File: config.mk
export PLATFORM = sky130hd
export DESIGN_NAME = calendar_date_adder_flat
export DESIGN_NICKNAME = d
export VERILOG_FILES = /design/src/hdl/cda_pkg.sv /design/src/hdl/cda_if.sv /design/src/hdl/calendar_date_adder.sv /design/src/hdl/cda_datapath.sv /design/src/hdl/cda_ctrl.sv /design/src/flat_wrapper.sv
export SDC_FILE = /design/constraint.sdc
export NUM_CORES = 1
export LEC_CHECK = 0
export BUFFER_PORTS_ARGS = -buffer_cell sky130_fd_sc_hd__buf_2
export CAP_MARGIN = 0
export CORE_ASPECT_RATIO = 1.2
export CORE_MARGIN = 5
export CORE_UTILIZATION = 45
export CTS_CLUSTER_SIZE = 16
export DETAILED_ROUTE_END_ITERATION = 16
export GPL_ROUTABILITY_DRIVEN = 1
export PLACE_DENSITY = 0.62
export SYNTH_ARGS = -nofsm -noshare
export SYNTH_HDL_FRONTEND = slang
export SYNTH_HIERARCHICAL = 1
export SYNTH_SLANG_ARGS = --single-unit
export TNS_END_PERCENT = 10
File: constraint.sdc
create_clock -name clk -period 14.4 [get_ports clk]
set_input_delay 0.72 -clock clk [delete_from_list [all_inputs] [get_ports clk]]
set_output_delay 0.72 -clock clk [all_outputs]
set_load 0.03 [all_outputs]
File: src/hdl/cda_pkg.sv
// ----------------------------------------------------------------------------
// cda_pkg
// Shared types, constants and calendar helpers for the calendar date adder.
// ----------------------------------------------------------------------------
package cda_pkg;

  // Largest count that is honored; larger counts are clamped to it.
  localparam int COUNT_MAX = 1023;

  // Field widths of the request and result items.
  localparam int COUNT_W = 10;
  localparam int YEAR_W  = 16;
  localparam int MONTH_W = 4;
  localparam int DAY_W   = 5;

  // Width of the step counter: enough for COUNT_MAX weeks in days.
  localparam int STEP_W = $clog2(COUNT_MAX * 7 + 1);

  // The year residue mod 25 is found four year bits per cycle.
  localparam int MOD_BITS  = 4;
  localparam int MOD_STEPS = YEAR_W / MOD_BITS;
  localparam int MODC_W    = $clog2(MOD_STEPS);

  localparam logic [YEAR_W-1:0] YEAR_MAX = '1;

  // Operation codes.
  typedef enum logic [1:0] {
    OP_DAYS   = 2'd0,
    OP_WEEKS  = 2'd1,
    OP_MONTHS = 2'd2,
    OP_YEARS  = 2'd3
  } cda_op_t;

  localparam logic [MONTH_W-1:0] M_JAN = 4'd1;
  localparam logic [MONTH_W-1:0] M_FEB = 4'd2;
  localparam logic [MONTH_W-1:0] M_DEC = 4'd12;

  // Commands from the controller to the datapath.
  typedef struct packed {
    logic load;
    logic mod_step;
    logic step;
    logic capture;
  } cda_cmd_t;

  // Status from the datapath to the controller.
  typedef struct packed {
    logic done;
  } cda_sts_t;

  // Length of a month. The leap test uses the year's low four bits and the
  // year mod 25: a year is leap when it is a multiple of 4 and either not a
  // multiple of 25 or a multiple of 16 (that is, of 400).
  function automatic logic [DAY_W-1:0] days_in(input logic [3:0] y_lo,
                                                input logic [4:0] y25,
                                                input logic [MONTH_W-1:0] m);
    logic leap;
    logic [DAY_W-1:0] len;
    leap = (y_lo[1:0] == 2'd0) && ((y25 != 5'd0) || (y_lo == 4'd0));
    case (m)
      M_FEB:                   len = leap ? 5'd29 : 5'd28;
      4'd4, 4'd6, 4'd9, 4'd11: len = 5'd30;
      default:                 len = 5'd31;
    endcase
    return len;
  endfunction

endpackage

File: src/hdl/cda_if.sv
// ----------------------------------------------------------------------------
// cda_if
// Valid/ready channels for requests into and results out of the date adder.
// ----------------------------------------------------------------------------
interface cda_in_if;
  logic                          valid;
  logic                          ready;
  logic [1:0]                    op;
  logic [cda_pkg::COUNT_W-1:0]   count;
  logic [cda_pkg::YEAR_W-1:0]    start_year;
  logic [cda_pkg::MONTH_W-1:0]   start_month;
  logic [cda_pkg::DAY_W-1:0]     start_day;

  modport source (output valid, op, count, start_year, start_month, start_day,
                  input ready);
  modport sink   (input valid, op, count, start_year, start_month, start_day,
                  output ready);
endinterface

interface cda_out_if;
  logic                          valid;
  logic                          ready;
  logic [cda_pkg::YEAR_W-1:0]    end_year;
  logic [cda_pkg::MONTH_W-1:0]   end_month;
  logic [cda_pkg::DAY_W-1:0]     end_day;
  logic                          year_overflow;

  modport source (output valid, end_year, end_month, end_day, year_overflow,
                  input ready);
  modport sink   (input valid, end_year, end_month, end_day, year_overflow,
                  output ready);
endinterface

File: src/hdl/calendar_date_adder.sv
// Flow: an accepted request runs the year residue reduction, then the date
// walk of day or month steps, then the result capture; a count of N weeks
// takes 7*N day steps, a year add takes none. Requests are taken one at a
// time, a new one only once the last result is captured; the worst case is 1023 weeks, walked a day at a time.
// Reset: synchronous, active low; clears the controller and the result valid.
// ----------------------------------------------------------------------------
// calendar_date_adder
// Advances a Gregorian date by a count of days, weeks, months or years.
// ----------------------------------------------------------------------------
module calendar_date_adder (
  input  logic      clk,
  input  logic      rst_n,
  cda_in_if.sink    in_ch,
  cda_out_if.source out_ch
);
  import cda_pkg::*;

  cda_cmd_t cmd;
  cda_sts_t sts;

  // Sequencer for the request/result handshakes and the date walk.
  cda_ctrl u_ctrl (
    .clk       (clk),
    .rst_n     (rst_n),
    .in_valid  (in_ch.valid),
    .in_ready  (in_ch.ready),
    .out_valid (out_ch.valid),
    .out_ready (out_ch.ready),
    .cmd       (cmd),
    .sts       (sts)
  );

  // Date registers, step counter and result register.
  cda_datapath u_dp (
    .clk               (clk),
    .cmd               (cmd),
    .sts               (sts),
    .in_op             (in_ch.op),
    .in_count          (in_ch.count),
    .in_start_year     (in_ch.start_year),
    .in_start_month    (in_ch.start_month),
    .in_start_day      (in_ch.start_day),
    .out_end_year      (out_ch.end_year),
    .out_end_month     (out_ch.end_month),
    .out_end_day       (out_ch.end_day),
    .out_year_overflow (out_ch.year_overflow)
  );

endmodule

File: src/hdl/cda_datapath.sv
// ----------------------------------------------------------------------------
// cda_datapath
// Date registers, step counter, year mod 25 unit and result register.
// ----------------------------------------------------------------------------
module cda_datapath (
  input  logic                          clk,
  input  cda_pkg::cda_cmd_t             cmd,
  output cda_pkg::cda_sts_t             sts,
  input  logic [1:0]                    in_op,
  input  logic [cda_pkg::COUNT_W-1:0]   in_count,
  input  logic [cda_pkg::YEAR_W-1:0]    in_start_year,
  input  logic [cda_pkg::MONTH_W-1:0]   in_start_month,
  input  logic [cda_pkg::DAY_W-1:0]     in_start_day,
  output logic [cda_pkg::YEAR_W-1:0]    out_end_year,
  output logic [cda_pkg::MONTH_W-1:0]   out_end_month,
  output logic [cda_pkg::DAY_W-1:0]     out_end_day,
  output logic                          out_year_overflow
);
  import cda_pkg::*;

  logic [YEAR_W-1:0]  y_r, y_nxt;
  logic [MONTH_W-1:0] m_r, m_nxt;
  logic [DAY_W-1:0]   d_r, d_nxt;
  logic               ovf_r, ovf_nxt;
  logic               halt_r, halt_nxt;
  logic [STEP_W-1:0]  steps_r, steps_nxt;
  logic [4:0]         y25_r, y25_nxt;
  logic [YEAR_W-1:0]  ysh_r, ysh_nxt;
  logic               months_r, months_nxt;

  logic [YEAR_W-1:0]  res_year_r;
  logic [MONTH_W-1:0] res_month_r;
  logic [DAY_W-1:0]   res_day_r;
  logic               res_ovf_r;

  // Clamped count and the number of single steps it asks for.
  logic [COUNT_W-1:0] cnt;
  logic [STEP_W-1:0]  cnt_ext;
  logic [STEP_W-1:0]  load_steps;
  logic [YEAR_W:0]    year_sum;
  logic [MONTH_W-1:0] m_fix;
  logic [DAY_W-1:0]   d_fix;

  always_comb begin
    cnt = (32'(in_count) > COUNT_MAX) ? COUNT_W'(COUNT_MAX) : in_count;
    cnt_ext = STEP_W'(cnt);
    case (in_op)
      OP_DAYS, OP_MONTHS: load_steps = cnt_ext;
      OP_WEEKS:           load_steps = (cnt_ext << 3) - cnt_ext;
      default:            load_steps = '0;
    endcase
    year_sum = {1'b0, in_start_year} + (YEAR_W + 1)'(cnt);
    if (in_start_month == 4'd0) begin
      m_fix = M_JAN;
    end else if (in_start_month > M_DEC) begin
      m_fix = M_DEC;
    end else begin
      m_fix = in_start_month;
    end
    d_fix = (in_start_day == '0) ? DAY_W'(1) : in_start_day;
  end

  // One digit of the year mod 25 reduction: four year bits per cycle.
  logic [4:0] mod_acc;
  logic [5:0] mod_t;

  always_comb begin
    mod_acc = y25_r;
    mod_t   = '0;
    for (int i = 0; i < MOD_BITS; i++) begin
      mod_t = {mod_acc, ysh_r[YEAR_W-1-i]};
      if (mod_t >= 6'd25) begin
        mod_t = mod_t - 6'd25;
      end
      mod_acc = mod_t[4:0];
    end
  end

  // Candidate next month and year, with the residue kept in step.
  logic               at_dec;
  logic               at_max;
  logic [YEAR_W-1:0]  y_inc;
  logic [4:0]         y25_inc;
  logic [MONTH_W-1:0] m_adv;
  logic [DAY_W-1:0]   len_cur;
  logic [DAY_W-1:0]   len_adv;

  always_comb begin
    at_dec  = (m_r == M_DEC);
    at_max  = (y_r == YEAR_MAX);
    y_inc   = at_dec ? y_r + YEAR_W'(1) : y_r;
    y25_inc = at_dec ? ((y25_r == 5'd24) ? 5'd0 : y25_r + 5'd1) : y25_r;
    m_adv   = at_dec ? M_JAN : m_r + MONTH_W'(1);
    len_cur = days_in(y_r[3:0], y25_r, m_r);
    len_adv = days_in(y_inc[3:0], y25_inc, m_adv);
  end

  // Next-state logic of the date registers.
  always_comb begin
    y_nxt      = y_r;
    m_nxt      = m_r;
    d_nxt      = d_r;
    ovf_nxt    = ovf_r;
    halt_nxt   = halt_r;
    steps_nxt  = steps_r;
    y25_nxt    = y25_r;
    ysh_nxt    = ysh_r;
    months_nxt = months_r;
    if (cmd.load) begin
      m_nxt      = m_fix;
      d_nxt      = d_fix;
      halt_nxt   = 1'b0;
      steps_nxt  = load_steps;
      y25_nxt    = '0;
      ysh_nxt    = in_start_year;
      months_nxt = (in_op == OP_MONTHS);
      if (in_op == OP_YEARS) begin
        y_nxt   = year_sum[YEAR_W] ? YEAR_MAX : year_sum[YEAR_W-1:0];
        ovf_nxt = year_sum[YEAR_W];
      end else begin
        y_nxt   = in_start_year;
        ovf_nxt = 1'b0;
      end
    end else if (cmd.mod_step) begin
      y25_nxt = mod_acc;
      ysh_nxt = ysh_r << MOD_BITS;
    end else if (cmd.step) begin
      steps_nxt = steps_r - STEP_W'(1);
      if (months_r) begin
        // Month step: advance the month and cap the day.
        if (at_dec && at_max) begin
          ovf_nxt  = 1'b1;
          halt_nxt = 1'b1;
        end else begin
          y_nxt   = y_inc;
          y25_nxt = y25_inc;
          m_nxt   = m_adv;
          d_nxt   = (d_r > len_adv) ? len_adv : d_r;
        end
      end else if (d_r >= len_cur) begin
        // Day step at the end of a month.
        if (at_dec && at_max) begin
          d_nxt    = 5'd31;
          ovf_nxt  = 1'b1;
          halt_nxt = 1'b1;
        end else begin
          y_nxt   = y_inc;
          y25_nxt = y25_inc;
          m_nxt   = m_adv;
          d_nxt   = DAY_W'(1);
        end
      end else begin
        d_nxt = d_r + DAY_W'(1);
      end
    end
  end

  always_ff @(posedge clk) begin
    y_r      <= y_nxt;
    m_r      <= m_nxt;
    d_r      <= d_nxt;
    ovf_r    <= ovf_nxt;
    halt_r   <= halt_nxt;
    steps_r  <= steps_nxt;
    y25_r    <= y25_nxt;
    ysh_r    <= ysh_nxt;
    months_r <= months_nxt;
  end

  // Result register, loaded once the walk has finished.
  always_ff @(posedge clk) begin
    if (cmd.capture) begin
      res_year_r  <= y_r;
      res_month_r <= m_r;
      res_day_r   <= d_r;
      res_ovf_r   <= ovf_r;
    end
  end

  assign sts.done          = (steps_r == '0) || halt_r;
  assign out_end_year      = res_year_r;
  assign out_end_month     = res_month_r;
  assign out_end_day       = res_day_r;
  assign out_year_overflow = res_ovf_r;

endmodule

File: src/hdl/cda_ctrl.sv
// ----------------------------------------------------------------------------
// cda_ctrl
// Controller: accepts a request, sequences the datapath, hands off a result.
// ----------------------------------------------------------------------------
module cda_ctrl (
  input  logic               clk,
  input  logic               rst_n,
  input  logic               in_valid,
  output logic               in_ready,
  output logic               out_valid,
  input  logic               out_ready,
  output cda_pkg::cda_cmd_t  cmd,
  input  cda_pkg::cda_sts_t  sts
);
  import cda_pkg::*;

  typedef enum logic [1:0] {
    S_IDLE,
    S_MOD,
    S_RUN,
    S_FIN
  } state_t;

  state_t            state_r, state_nxt;
  logic [MODC_W-1:0] modc_r, modc_nxt;
  logic              out_valid_r, out_valid_nxt;

  // Commands are decoded from the state, the handshakes and the done status.
  always_comb begin
    cmd.load     = in_valid && (state_r == S_IDLE);
    cmd.mod_step = (state_r == S_MOD);
    cmd.step     = (state_r == S_RUN) && !sts.done;
    cmd.capture  = (state_r == S_FIN) && (!out_valid_r || out_ready);
  end

  // Next state, step counter for the residue unit, and result valid.
  always_comb begin
    state_nxt     = state_r;
    modc_nxt      = modc_r;
    out_valid_nxt = out_valid_r && !out_ready;
    case (state_r)
      S_IDLE: begin
        if (in_valid) begin
          state_nxt = S_MOD;
          modc_nxt  = '0;
        end
      end
      S_MOD: begin
        modc_nxt = modc_r + MODC_W'(1);
        if (modc_r == MODC_W'(MOD_STEPS - 1)) begin
          state_nxt = S_RUN;
        end
      end
      S_RUN: begin
        if (sts.done) begin
          state_nxt = S_FIN;
        end
      end
      S_FIN: begin
        if (cmd.capture) begin
          state_nxt     = S_IDLE;
          out_valid_nxt = 1'b1;
        end
      end
      default: state_nxt = S_IDLE;
    endcase
  end

  always_ff @(posedge clk) begin
    if (!rst_n) begin
      state_r     <= S_IDLE;
      modc_r      <= '0;
      out_valid_r <= 1'b0;
    end else begin
      state_r     <= state_nxt;
      modc_r      <= modc_nxt;
      out_valid_r <= out_valid_nxt;
    end
  end

  assign in_ready  = (state_r == S_IDLE);
  assign out_valid = out_valid_r;

`ifndef SYNTHESIS
  // An accepted request always starts the residue reduction.
  a_accept_to_mod: assert property (@(posedge clk) disable iff (!rst_n)
    (in_valid && in_ready) |=> (state_r == S_MOD))
    else $error("accepted request did not start the residue reduction");

  // No date step is issued once the walk is finished.
  a_no_step_when_done: assert property (@(posedge clk) disable iff (!rst_n)
    cmd.step |-> !sts.done)
    else $error("date step issued after the walk finished");

  // A result is only captured when the output register is free.
  a_capture_free: assert property (@(posedge clk) disable iff (!rst_n)
    cmd.capture |-> (!out_valid_r || out_ready))
    else $error("result captured over an untaken result");

  // The result valid only rises out of the finish state.
  a_valid_from_fin: assert property (@(posedge clk) disable iff (!rst_n)
    $rose(out_valid_r) |-> $past(state_r == S_FIN))
    else $error("result valid rose outside the finish state");
`endif

endmodule
File: src/flat_wrapper.sv
// flat-port wrapper written by rule: the top's interface ports become plain ports
module calendar_date_adder_flat import cda_pkg::*;
  (clk, rst_n, in_ch_valid, in_ch_op, in_ch_count, in_ch_start_year, in_ch_start_month, in_ch_start_day, in_ch_ready, out_ch_valid, out_ch_end_year, out_ch_end_month, out_ch_end_day, out_ch_year_overflow, out_ch_ready);
  cda_in_if in_ch_i ();
  cda_out_if out_ch_i ();
  input  logic clk;
  input  logic rst_n;
  input wire logic [$bits(in_ch_i.valid)-1:0] in_ch_valid;
  input wire logic [$bits(in_ch_i.op)-1:0] in_ch_op;
  input wire logic [$bits(in_ch_i.count)-1:0] in_ch_count;
  input wire logic [$bits(in_ch_i.start_year)-1:0] in_ch_start_year;
  input wire logic [$bits(in_ch_i.start_month)-1:0] in_ch_start_month;
  input wire logic [$bits(in_ch_i.start_day)-1:0] in_ch_start_day;
  output wire logic [$bits(in_ch_i.ready)-1:0] in_ch_ready;
  output wire logic [$bits(out_ch_i.valid)-1:0] out_ch_valid;
  output wire logic [$bits(out_ch_i.end_year)-1:0] out_ch_end_year;
  output wire logic [$bits(out_ch_i.end_month)-1:0] out_ch_end_month;
  output wire logic [$bits(out_ch_i.end_day)-1:0] out_ch_end_day;
  output wire logic [$bits(out_ch_i.year_overflow)-1:0] out_ch_year_overflow;
  input wire logic [$bits(out_ch_i.ready)-1:0] out_ch_ready;
  assign in_ch_i.valid = in_ch_valid;
  assign in_ch_i.op = in_ch_op;
  assign in_ch_i.count = in_ch_count;
  assign in_ch_i.start_year = in_ch_start_year;
  assign in_ch_i.start_month = in_ch_start_month;
  assign in_ch_i.start_day = in_ch_start_day;
  assign in_ch_ready = in_ch_i.ready;
  assign out_ch_valid = out_ch_i.valid;
  assign out_ch_end_year = out_ch_i.end_year;
  assign out_ch_end_month = out_ch_i.end_month;
  assign out_ch_end_day = out_ch_i.end_day;
  assign out_ch_year_overflow = out_ch_i.year_overflow;
  assign out_ch_i.ready = out_ch_ready;
  calendar_date_adder u_core (.clk(clk), .rst_n(rst_n), .in_ch(in_ch_i), .out_ch(out_ch_i));
endmodule
# Word level (Yosys, flattened, before mapping)
# Index checks and enable logic that the tools add are counted.
# W data, S select, Z words.
# word_totals
ff_bits	93
in_bits	41
output_inout_bits	28
word_cells	172
# op_classes
addsub	12
order_cmp	7
n_eq_ne	27
mux	67
n_bitwise	1
reduce_logical	42
# op_table
op	n
$mux W16	11
$mux W5	20
$mux W13	3
$mux W4	9
$pmux W13 S2	1
$ge A6 B5 Y1 const B	4
$eq A4 B4 Y1 const B	5
$sub A5 B5 Y5 const B	4
$add A16 B10 Y17	1
$add A16 B1 Y16 const B	1
$eq A16 B16 Y1 const B	1
$eq A4 B3 Y1 const B	4
$mux W1	14
$logic_not A13 Y1	1
$sub A13 B1 Y13 const B	1
$sub A13 B10 Y13	1
$logic_not A4 Y1	3
$pmux W2 S2	3
$add A5 B1 Y5 const B	2
$eq A2 B2 Y1 const B	5
$mux W2	5
$reduce_bool A2 Y1	5
$reduce_bool A5 Y1	2
$eq A4 B2 Y1 const B	2
other kinds (24)	48

# Logic depth before layout (Yosys ltp)
# Gate-level depths: netlist (run 1).
# depth
ltp_word	15
mapped_depth	26
ltp_nobuf	25

# By module
# Netlist (run 1), hierarchy kept.
# modules_own_cells
mod	instances	cells_per_inst	area_each_um2	seq_area_each_um2
cda_datapath	1	705	6636.4	2582.5
cda_ctrl	1	39	367.9	100.1

# Worst setup path after synthesis (run 1)
# No wires, ideal clock.
# synth_timing
kind	reg2reg
start	reg u_core.u_dp.ysh_r[15]
end	reg u_core.u_dp.y25_r[1]
setup_time_ns	0.079
arrival_ns	5.074
required_time_ns	14.321
setup_slack_ns	9.247
path_stages_with_launch	27
n_path_buf	1
synth_period_minus_slack_ns	5.153
path_cell_list	edfxtp_1 -> inv_1 -> ha_1 -> nor4b_2 -> nor2_1 -> xnor2_1 -> inv_1 -> ha_1 -> nor3_1 -> a22o_1 -> buf_2 -> xnor2_1 -> ha_1 -> nand2b_1 -> nor2_1 -> nor2_1 -> mux2i_1 -> mux2_4 -> o21ai_0 -> xnor2_1 -> ha_1 -> inv_1 -> nor2_1 -> o21ai_1 -> a31oi_1 -> mux2_4 -> a211oi_2
# synth_between
elab_chain_len	9
elab_cells_between_ends	13
classes_between	add/sub (4); order compare (4); mux (5)
# synth_rtl
element	line	text
start: declaration	cda_datapath.sv:28	logic [YEAR_W-1:0] ysh_r, ysh_nxt;
start signal: assignment	cda_datapath.sv:166	ysh_r <= ysh_nxt;
$sub A5 B5 Y5 / $ge A6 B5 Y1 (equally long branches)	cda_datapath.sv:73, cda_datapath.sv:72	
$mux W5 *	cda_datapath.sv:72	if (mod_t >= 6'd25) begin
$sub A5 B5 Y5 / $ge A6 B5 Y1 (equally long branches)	cda_datapath.sv:73, cda_datapath.sv:72	
$mux W5 *	cda_datapath.sv:72	
$sub A5 B5 Y5 / $ge A6 B5 Y1 (equally long branches)	cda_datapath.sv:73, cda_datapath.sv:72	
$mux W5 *	cda_datapath.sv:72	
$ge A6 B5 Y1 / $sub A5 B5 Y5 (equally long branches)	cda_datapath.sv:72, cda_datapath.sv:73	
$mux W5 *	cda_datapath.sv:72	
$mux W5 *	cda_datapath.sv:124	end else if (cmd.mod_step) begin
end signal: assignment	cda_datapath.sv:165	y25_r <= y25_nxt;
end: declaration	cda_datapath.sv:27	logic [4:0] y25_r, y25_nxt;
# Mark *: on every way between the ends. The rest lies on a longest branch, timed or not.
# A chain may end at the register's enable or synchronous reset.

# Final worst setup path (run 1)
# Same ends and word-level chain as after synthesis.

==> results of run 1 <==
[layer usage]
layer,vias up,wire length [µm]
met5,-,0
met4,0,241
met3,18,538
met2,119,8740
met1,2754,7450
li1,2852,-
[registers in the layout (all words and copies together) (netlist names)]
signal	flops
u_core/u_dp/y25_r	5
u_core/u_dp/out_end_day	5
u_core/u_ctrl/out_valid	1
u_core/u_dp/m_r	4
u_core/u_dp/out_end_year	16
u_core/u_dp/ysh_r	16
u_core/u_dp/months_r	1
u_core/u_dp/halt_r	1
u_core/u_ctrl/state_r	2
u_core/u_dp/d_r	5
u_core/u_dp/out_end_month	4
u_core/u_dp/ovf_r	1
u_core/u_dp/steps_r	13
u_core/u_dp/y_r	16
u_core/u_ctrl/modc_r	2
u_core/u_dp/out_year_overflow	1
[area by class of cell]
cell class,instances,area [µm²],area share
clock inverter,5,28.8,0.00370
tap,208,260,0.0335
inverter,54,203,0.0261
clock buffer,11,233,0.0299
sequential,93,2680,0.345
timing repair buffer,72,370,0.0476
multi-input combinational,569,4000,0.514
[report_power, final]
group | internal (mW) | total [mW] | leakage, nW | switching (mW)
combinational | 0.361 | 0.877 | 2.07 | 0.516
clock | 0.116 | 0.216 | 0.123 | 0.0997
sequential | 0.443 | 0.538 | 0.866 | 0.0948
[cells in the mapped netlist (all sizes together) (4+ instances only)]
master  number
nand2b      11
nor4         6
xnor2       33
nand3       21
or4          4
o21bai       4
a31oi        8
o211ai       6
a21boi       5
buf          6
a21oi       34
dfxtp       11
and2         9
nor3        20
mux2        15
o22ai       18
o32ai        8
nand2       64
a31o         4
ha          50
nor2b        9
clkbuf      22
xor2        17
nand4        4
inv         53
nand3b       5
or2          7
nor2        54
o21ai       62
mux2i       15
edfxtp      82
and3        13
o21a         8
a211oi       5
[critical path, stage by stage (launching register included)]
cell and delay (ps):
edfxtp_1 470, inv_1 160, ha_1 310, nor4b_2 480, nor2_1 210, xnor2_1 260, inv_1 140, ha_1 200
nor3_1 490, a22o_1 450, xnor2_1 230, ha_1 280, nand2b_1 90, nor2_1 130, nor2_1 50, mux2i_1 140
mux2_4 180, o21ai_0 100, xnor2_1 310, ha_1 260, inv_1 70, nor2_1 120, o21ai_1 100, a31oi_1 250
mux2_4 330, a211oi_2 200
[cells by family (layout without fill, tap and decap cells)]
family / Yosys count / count (layout) / share of synthesized area
AO/OA/AOI/OAI: 193 / 193 / 0.183
XOR/XNOR: 50 / 50 / 0.0625
adder cells (fa/ha/maj): 51 / 51 / 0.0922
buffers and inverters: 82 / 142 / 0.0463
flip-flops: 93 / 93 / 0.383
multiplexers: 31 / 31 / 0.0504
AND/OR/NAND/NOR: 244 / 244 / 0.182
[per-stage QoR]
step	std cells	hold WS [ps]	worst slack, ps
final	1012	442	8300
after floorplan	744	421	9250
after CTS	1012	442	8360
after global routing	1012	457	7730
after detailed placement	996	432	8420
after global placement	996	435	8730
[how the worst min path moves through the flow]
stage                                     start                                      end  slack [ps]
floorplan           u_core/u_dp/ovf_r$_DFFE_PP_  u_core/u_dp/out_year_overflow$_DFFE_PP_         420
global placement    u_core/u_dp/ovf_r$_DFFE_PP_  u_core/u_dp/out_year_overflow$_DFFE_PP_         430
detailed placement  u_core/u_dp/ovf_r$_DFFE_PP_  u_core/u_dp/out_year_overflow$_DFFE_PP_         430
CTS                 u_core/u_dp/ovf_r$_DFFE_PP_  u_core/u_dp/out_year_overflow$_DFFE_PP_         440
global route        u_core/u_dp/ovf_r$_DFFE_PP_  u_core/u_dp/out_year_overflow$_DFFE_PP_         460
finish              u_core/u_dp/ovf_r$_DFFE_PP_  u_core/u_dp/out_year_overflow$_DFFE_PP_         440
==> qor.txt, run 1 <==
core area: 15500 µm²
initial antenna violation count: 0
Avg Vias per Cell: 5.67
worst-case reg-to-reg path depth: 25
Rows: 50
# fillers: 1447
most frequent cells in the layout: edfxtp_1, buf_2, nand2_1, o21ai_0, nor2_1
share of layout cells above drive strength 1: 0.162
endpoints failing hold: 0
reg2reg setup slack: 8300 ps
Worst Path Required: 14670 ps
#FFs+latches synth: 93
DP Area: 7520 µm²
maximum clock frequency: 0.164 GHz
total number of yosys warnings: 6
Die X: 124 µm
Total GRT Usage: 0.190
met3 GRT Util: 0.0302
Post-CTS Setup Bufs: 0
Max VDD drop: 0.0786 mV
CP Capture Point: u_core/u_dp/y25_r[1]$_SDFFE_PP0P_
Longest Clk Path Bufs: 2
LEAKAGE: 3.06 nW
post-route ant nets: 0
total gr overflow: 0
fin crit period: 6100 ps
met1 GRT Util: 0.241
total CTS buffers: 9
reg-to-reg endpoint: u_core/u_dp/y25_r[1]$_SDFFE_PP0P_
Post-Synthesis Cell Area: 7000 µm²
Cell Pwr Density: 210 nW/µm²
vias in the first global route: 5638
PortBufs: 68
drt pass-1 iters: 5
syn_nets: 836
area delta synth->final: 11.1%
Layout Nets: 891
n_diodes: 0
I/O pins: 69
largest fanout on the critical path: 9
max_cap viols: 0
die height: 147 µm
# setup viols final: 0
CTS resizes: 0
Clock Tree Root: clkbuf_16
outcome: completed
Hold-fix buffers, CTS: 0
met2 Use GR: 0.332
clock slew at reported path FFs: 70 ps
critical path launch point type: flip-flop
first-pass GRT wire length: 27700 µm
crit path DAT: 6370 ps
commonest non-fill, non-tap cell in the layout: edfxtp_1
Worst Max-Slew Pin Slew: 1250 ps
largest net degree at the start of global routing: 71
Final Slew Violations: 0
hpwl dp: 12900 µm
class of the worst hold path: reg -> reg
Tcrit/Tclk final: 0.424
Initial Util: 0.453
clk sinks: 93
H-tree level count: 3
Synth cell types: 82
final instance area: 7780 µm²
Synth area leader: edfxtp_1
final core occ: 0.503
register area share after synthesis: 0.383
Most Crowded Layer GR: met2
top cells by area, synth: edfxtp_1, ha_1, xnor2_1
Hold Path Stages: 0
Critical Path Sink Type: flip-flop
GP Congestion: 0.898
Setup CP Type: reg -> reg
RSZ-0062 raised after global routing: false
clk_lat worst skew: 350 ps
Slew HR: 0.166
First DRT Iteration DRCs: 361
Post-synth EDFFs: 82
setup TNS: 0 ps
Post-synth top flop: edfxtp_1
Cells after Synth: 744
Power, Total: 1.63 mW
DRC Markers: 0
CTS tree: yes
Yosys top cell area share: 0.352
final wirelength: 17000 µm
via count: 5743
Critical R2R Launch: u_core/u_dp/ysh_r[15]$_DFFE_PP_
clk_skew: 11.2 ps
asr flop ratio synth: 0
Avg Synthesized Cell Area: 9.41 µm²
crit path launch: u_core/u_dp/ysh_r[15]$_DFFE_PP_
WL per Instance: 16.8 µm
die footprint: 18200 µm²
Note: power is estimated with default switching activity, not from simulation.
==> inputs of run 2 (changes only) <==
--- a/config.mk
+++ b/config.mk
@@ -5,6 +5,7 @@
 export SDC_FILE = /design/constraint.sdc
 export NUM_CORES = 1
 export LEC_CHECK = 0
+export ABC_AREA = 1
 export BUFFER_PORTS_ARGS = -buffer_cell sky130_fd_sc_hd__buf_2
 export CAP_MARGIN = 0
 export CORE_ASPECT_RATIO = 1.2
@@ -13,7 +14,7 @@
 export CTS_CLUSTER_SIZE = 16
 export DETAILED_ROUTE_END_ITERATION = 16
 export GPL_ROUTABILITY_DRIVEN = 1
-export PLACE_DENSITY = 0.62
+export PLACE_DENSITY = 0.63
 export SYNTH_ARGS = -nofsm -noshare
 export SYNTH_HDL_FRONTEND = slang
 export SYNTH_HIERARCHICAL = 1
==> constraint.sdc (replaced) <==
create_clock -name clk -period 5.7 [get_ports clk]
set_input_delay 0.285 -clock clk [delete_from_list [all_inputs] [get_ports clk]]
set_output_delay 0.285 -clock clk [all_outputs]
set_load 0.03 [all_outputs]
==> run 2 against run 1 <==
Against the previous run: worst hold slack lost 260 ps; power grew to 2.5 times the previous value; critical path type unchanged; clock power grew to 2.7 times the previous value; fmax grew 48%; setup slack lost 6700 ps; via count grew 0.21%; sequential power grew 140%; global-route usage shrank 0.76 points; routed wire length shrank 7.1%; critical path depth shrank 10; final cell count grew 12%; combinational power grew to 2.6 times the previous value.
==> qor.txt, run 2 <==
Max stage delay on crit path: 490 ps (about the same)
Synth area leader: edfxtp_1
H-tree level count: 3 (unchanged)
first-pass GRT wire length: 25300 µm (-8.7%)
final core occ: 0.513 (+0.00907)
max_cap viols: 0 (unchanged)
Hold-fix buffers, CTS: 0 (unchanged)
syn_nets: 950 (+14%)
register area: 2680 µm² (unchanged)
die footprint: 17600 µm² (-3.0%)
CP top delay family: simple AND/OR/NAND/NOR gates
crit path DAT: 4150 ps (-2220 ps)
post-route ant nets: 0 (unchanged)
#FFs+latches synth: 93 (unchanged)
most frequent cells in the layout: nand2_1, inv_1, edfxtp_1, buf_2
Synth cell types: 47 (-43%)
CP cell instances: inv_1, ha_1, nand3_1, inv_1, nand2_1, xnor2_1, inv_1, a2111oi_0, nand3_1, nand3_1, o21ai_0, ha_1, a2111oi_0, a21oi_1, nor2_1
Final Slew Violations: 0 (unchanged)
top cells by area, synth: edfxtp_1, nand2_1, ha_1
reg-to-reg endpoint: u_core/u_dp/d_r[4]$_DFFE_PP_
clk_lat worst skew: 350 ps (about the same)
LEAKAGE: 3.46 nW (+13%)
class of the worst hold path: in -> reg
Longest Clk Path Bufs: 2 (unchanged)
post-synthesis simple-gate area fraction: 0.264 (+0.0818)
via count: 5755 (+0.21%)
Max VDD drop: 0.275 mV (+250%)
commonest non-fill, non-tap cell in the layout: nand2_1
hpwl dp: 12300 µm (-4.6%)
largest fanout on the critical path: 14 (+5)
Setup CP Type: reg -> reg
Avg Vias per Cell: 5.06 (-11%)
total CTS buffers: 9 (unchanged)
DP Area: 7350 µm² (-2.3%)
share of layout cells above drive strength 1: 0.147 (-0.0149)
slowest CP cell: edfxtp_1
Initial Util: 0.455 (+0.00158)
Tcrit/Tclk final: 0.725 (+0.302)
outcome: completed
Post-CTS Setup Bufs: 0 (unchanged)
mux contribution to synthesized area: 0 (-0.0504)
clk_skew: 6.38 ps (-4.77 ps)
setup TNS: 0 ps (unchanged)
final instance area: 7640 µm² (-1.8%)
Avg Synthesized Cell Area: 7.90 µm² (-16%)
core area: 14900 µm² (-3.6%)
Min Hold Slack: 182 ps (-261 ps)
endpoints failing hold: 0 (unchanged)
DRC Markers: 0 (unchanged)
critical path launch point type: flip-flop
die height: 144 µm (-1.5%)
CTS resizes: 0 (unchanged)
total number of yosys warnings: 6 (unchanged)
Cell Pwr Density: 543 nW/µm² (+160%)
Synth Area in Compound Gates: 0.126 (-0.0577)
WHS Endpoint: u_core/u_ctrl/state_r[0]$_SDFFE_PN0P_
Yosys top cell area share: 0.363 (+0.0118)
drt pass-1 iters: 5 (unchanged)
# fillers: 1458 (+0.76%)
WL per Instance: 13.9 µm (-17%)
Post-synth top cells: nand2_1, inv_1, edfxtp_1
Layout Nets: 1020 (+14%)
register area share after synthesis: 0.396 (+0.0129)
clock slew at reported path FFs: 70 ps (about the same)
Power, Total: 4.15 mW (+150%)
First DRT Iteration DRCs: 305 (-16%)
Cells after Synth: 858 (+15%)
most frequent cell after synthesis: nand2_1
reg2reg setup slack: 1570 ps (-6730 ps)
asr flop ratio synth: 0 (unchanged)
Die X: 122 µm (-1.5%)
clk sinks: 93 (unchanged)
n_diodes: 0 (unchanged)
Post-synth EDFFs: 82 (unchanged)
worst-case reg-to-reg path depth: 15 (-40%)
Clock Tree Root: clkbuf_16
Post-Synth XOR/XNOR Area: 0.0336 (-0.0289)
CTS tree: yes
vias in the first global route: 5377 (-4.6%)
Worst Path Required: 5710 ps (-8960 ps)
Post-Synthesis Cell Area: 6780 µm² (-3.3%)
maximum clock frequency: 0.242 GHz (+48%)
Total GRT Usage: 0.182 (-0.00762)
RSZ-0062 raised after global routing: false
largest net degree at the start of global routing: 46 (-35%)
final wirelength: 15800 µm (-7.1%)
area delta synth->final: 12.7%
Critical R2R Launch: u_core/u_dp/m_r[0]$_DFFE_PP_
PortBufs: 68 (unchanged)
Critical Path Sink Type: flip-flop
total gr overflow: 0 (unchanged)
Slew HR: 0.509 (+0.343)
GP Congestion: 0.861 (-4.1%)
Hold Path Stages: 3 (+3)
largest family of logic cells by synthesized area: simple AND/OR/NAND/NOR gates
multi-input combinational cell area: 3520 µm² (-12%)
Rows: 49 (-2.0%)
fin crit period: 4130 ps (-1970 ps)
initial antenna violation count: 0 (unchanged)
Min-Delay Startpoint: rst_n
Post-Synth Adder-Cell Area: 0.0953 (+0.00310)
# setup viols final: 0 (unchanged)
CP bufs+invs: 3 (unchanged)
Worst Max-Slew Pin Slew: 733 ps (-516 ps)
Post-synth top flop: edfxtp_1
I/O pins: 69 (unchanged)
[run 2: logic make-up (layout without fill, tap and decap cells)]
logic type      Yosys count  count (layout)
flops                    93              93
xor+xnor                 26              26
buf+inv                 152             227
fa+ha+maj                51              51
simple gates            389             389
compound gates          147             147
[run 2: final cells by class]
cell class              count  share of cell area
inverters                 139              0.0683
repair buffers             72              0.0485
clock buffers              11              0.0333
well taps                 204              0.0334
flip-flops and latches     93               0.351
clock inverters             5             0.00442
multi-input cells         613               0.461
[run 2: routing by layer]
layer	vias to the layer above	track usage	wire, µm
li1	3023	-	-
met1	2609	0.228	7000
met2	109	0.324	7940
met3	14	0.0262	610
met4	0	0.0578	206
met5	-	0	0
[run 2: worst max path at each step]
| stage | startpoint | end | slack, ps | cells after the start |
|---|---|---|---|---|
| final | u_core/u_dp/m_r[0]$_DFFE_PP_ | u_core/u_dp/d_r[4]$_DFFE_PP_ | 1570 | 15 |
| after global routing | u_core/u_dp/m_r[0]$_DFFE_PP_ | u_core/u_dp/d_r[1]$_DFFE_PP_ | 1040 | 15 |
| after CTS | u_core/u_dp/m_r[0]$_DFFE_PP_ | u_core/u_dp/d_r[4]$_DFFE_PP_ | 1590 | 15 |
| after detailed placement | u_core/u_dp/m_r[0]$_DFFE_PP_ | u_core/u_dp/d_r[4]$_DFFE_PP_ | 1600 | 15 |
| after global placement | u_core/u_dp/m_r[0]$_DFFE_PP_ | u_core/u_dp/d_r[4]$_DFFE_PP_ | 1750 | 15 |
| after floorplan | u_core/u_dp/y25_r[0]$_SDFFE_PP0P_ | u_core/u_dp/y25_r[3]$_SDFFE_PP0P_ | 2310 | 29 |
[run 2: stage by stage]
stage | setup WS (ps) | std cells
global route | 1040 | 1137
floorplan | 2310 | 858
global placement | 1750 | 1121
detailed placement | 1600 | 1121
CTS | 1590 | 1137
finish | 1570 | 1137
[run 2: power by group]
part,leakage (nW),total (mW),internal (mW),switching [mW]
Clock,0.137,0.583,0.322,0.262
Sequential,0.870,1.30,1.11,0.185
Combinational,2.45,2.27,0.773,1.49
[run 2: worst min-delay path, cell delays in order]
cell and delay, ps:
buf_2 110, nand2_1 60, nor2_1 30
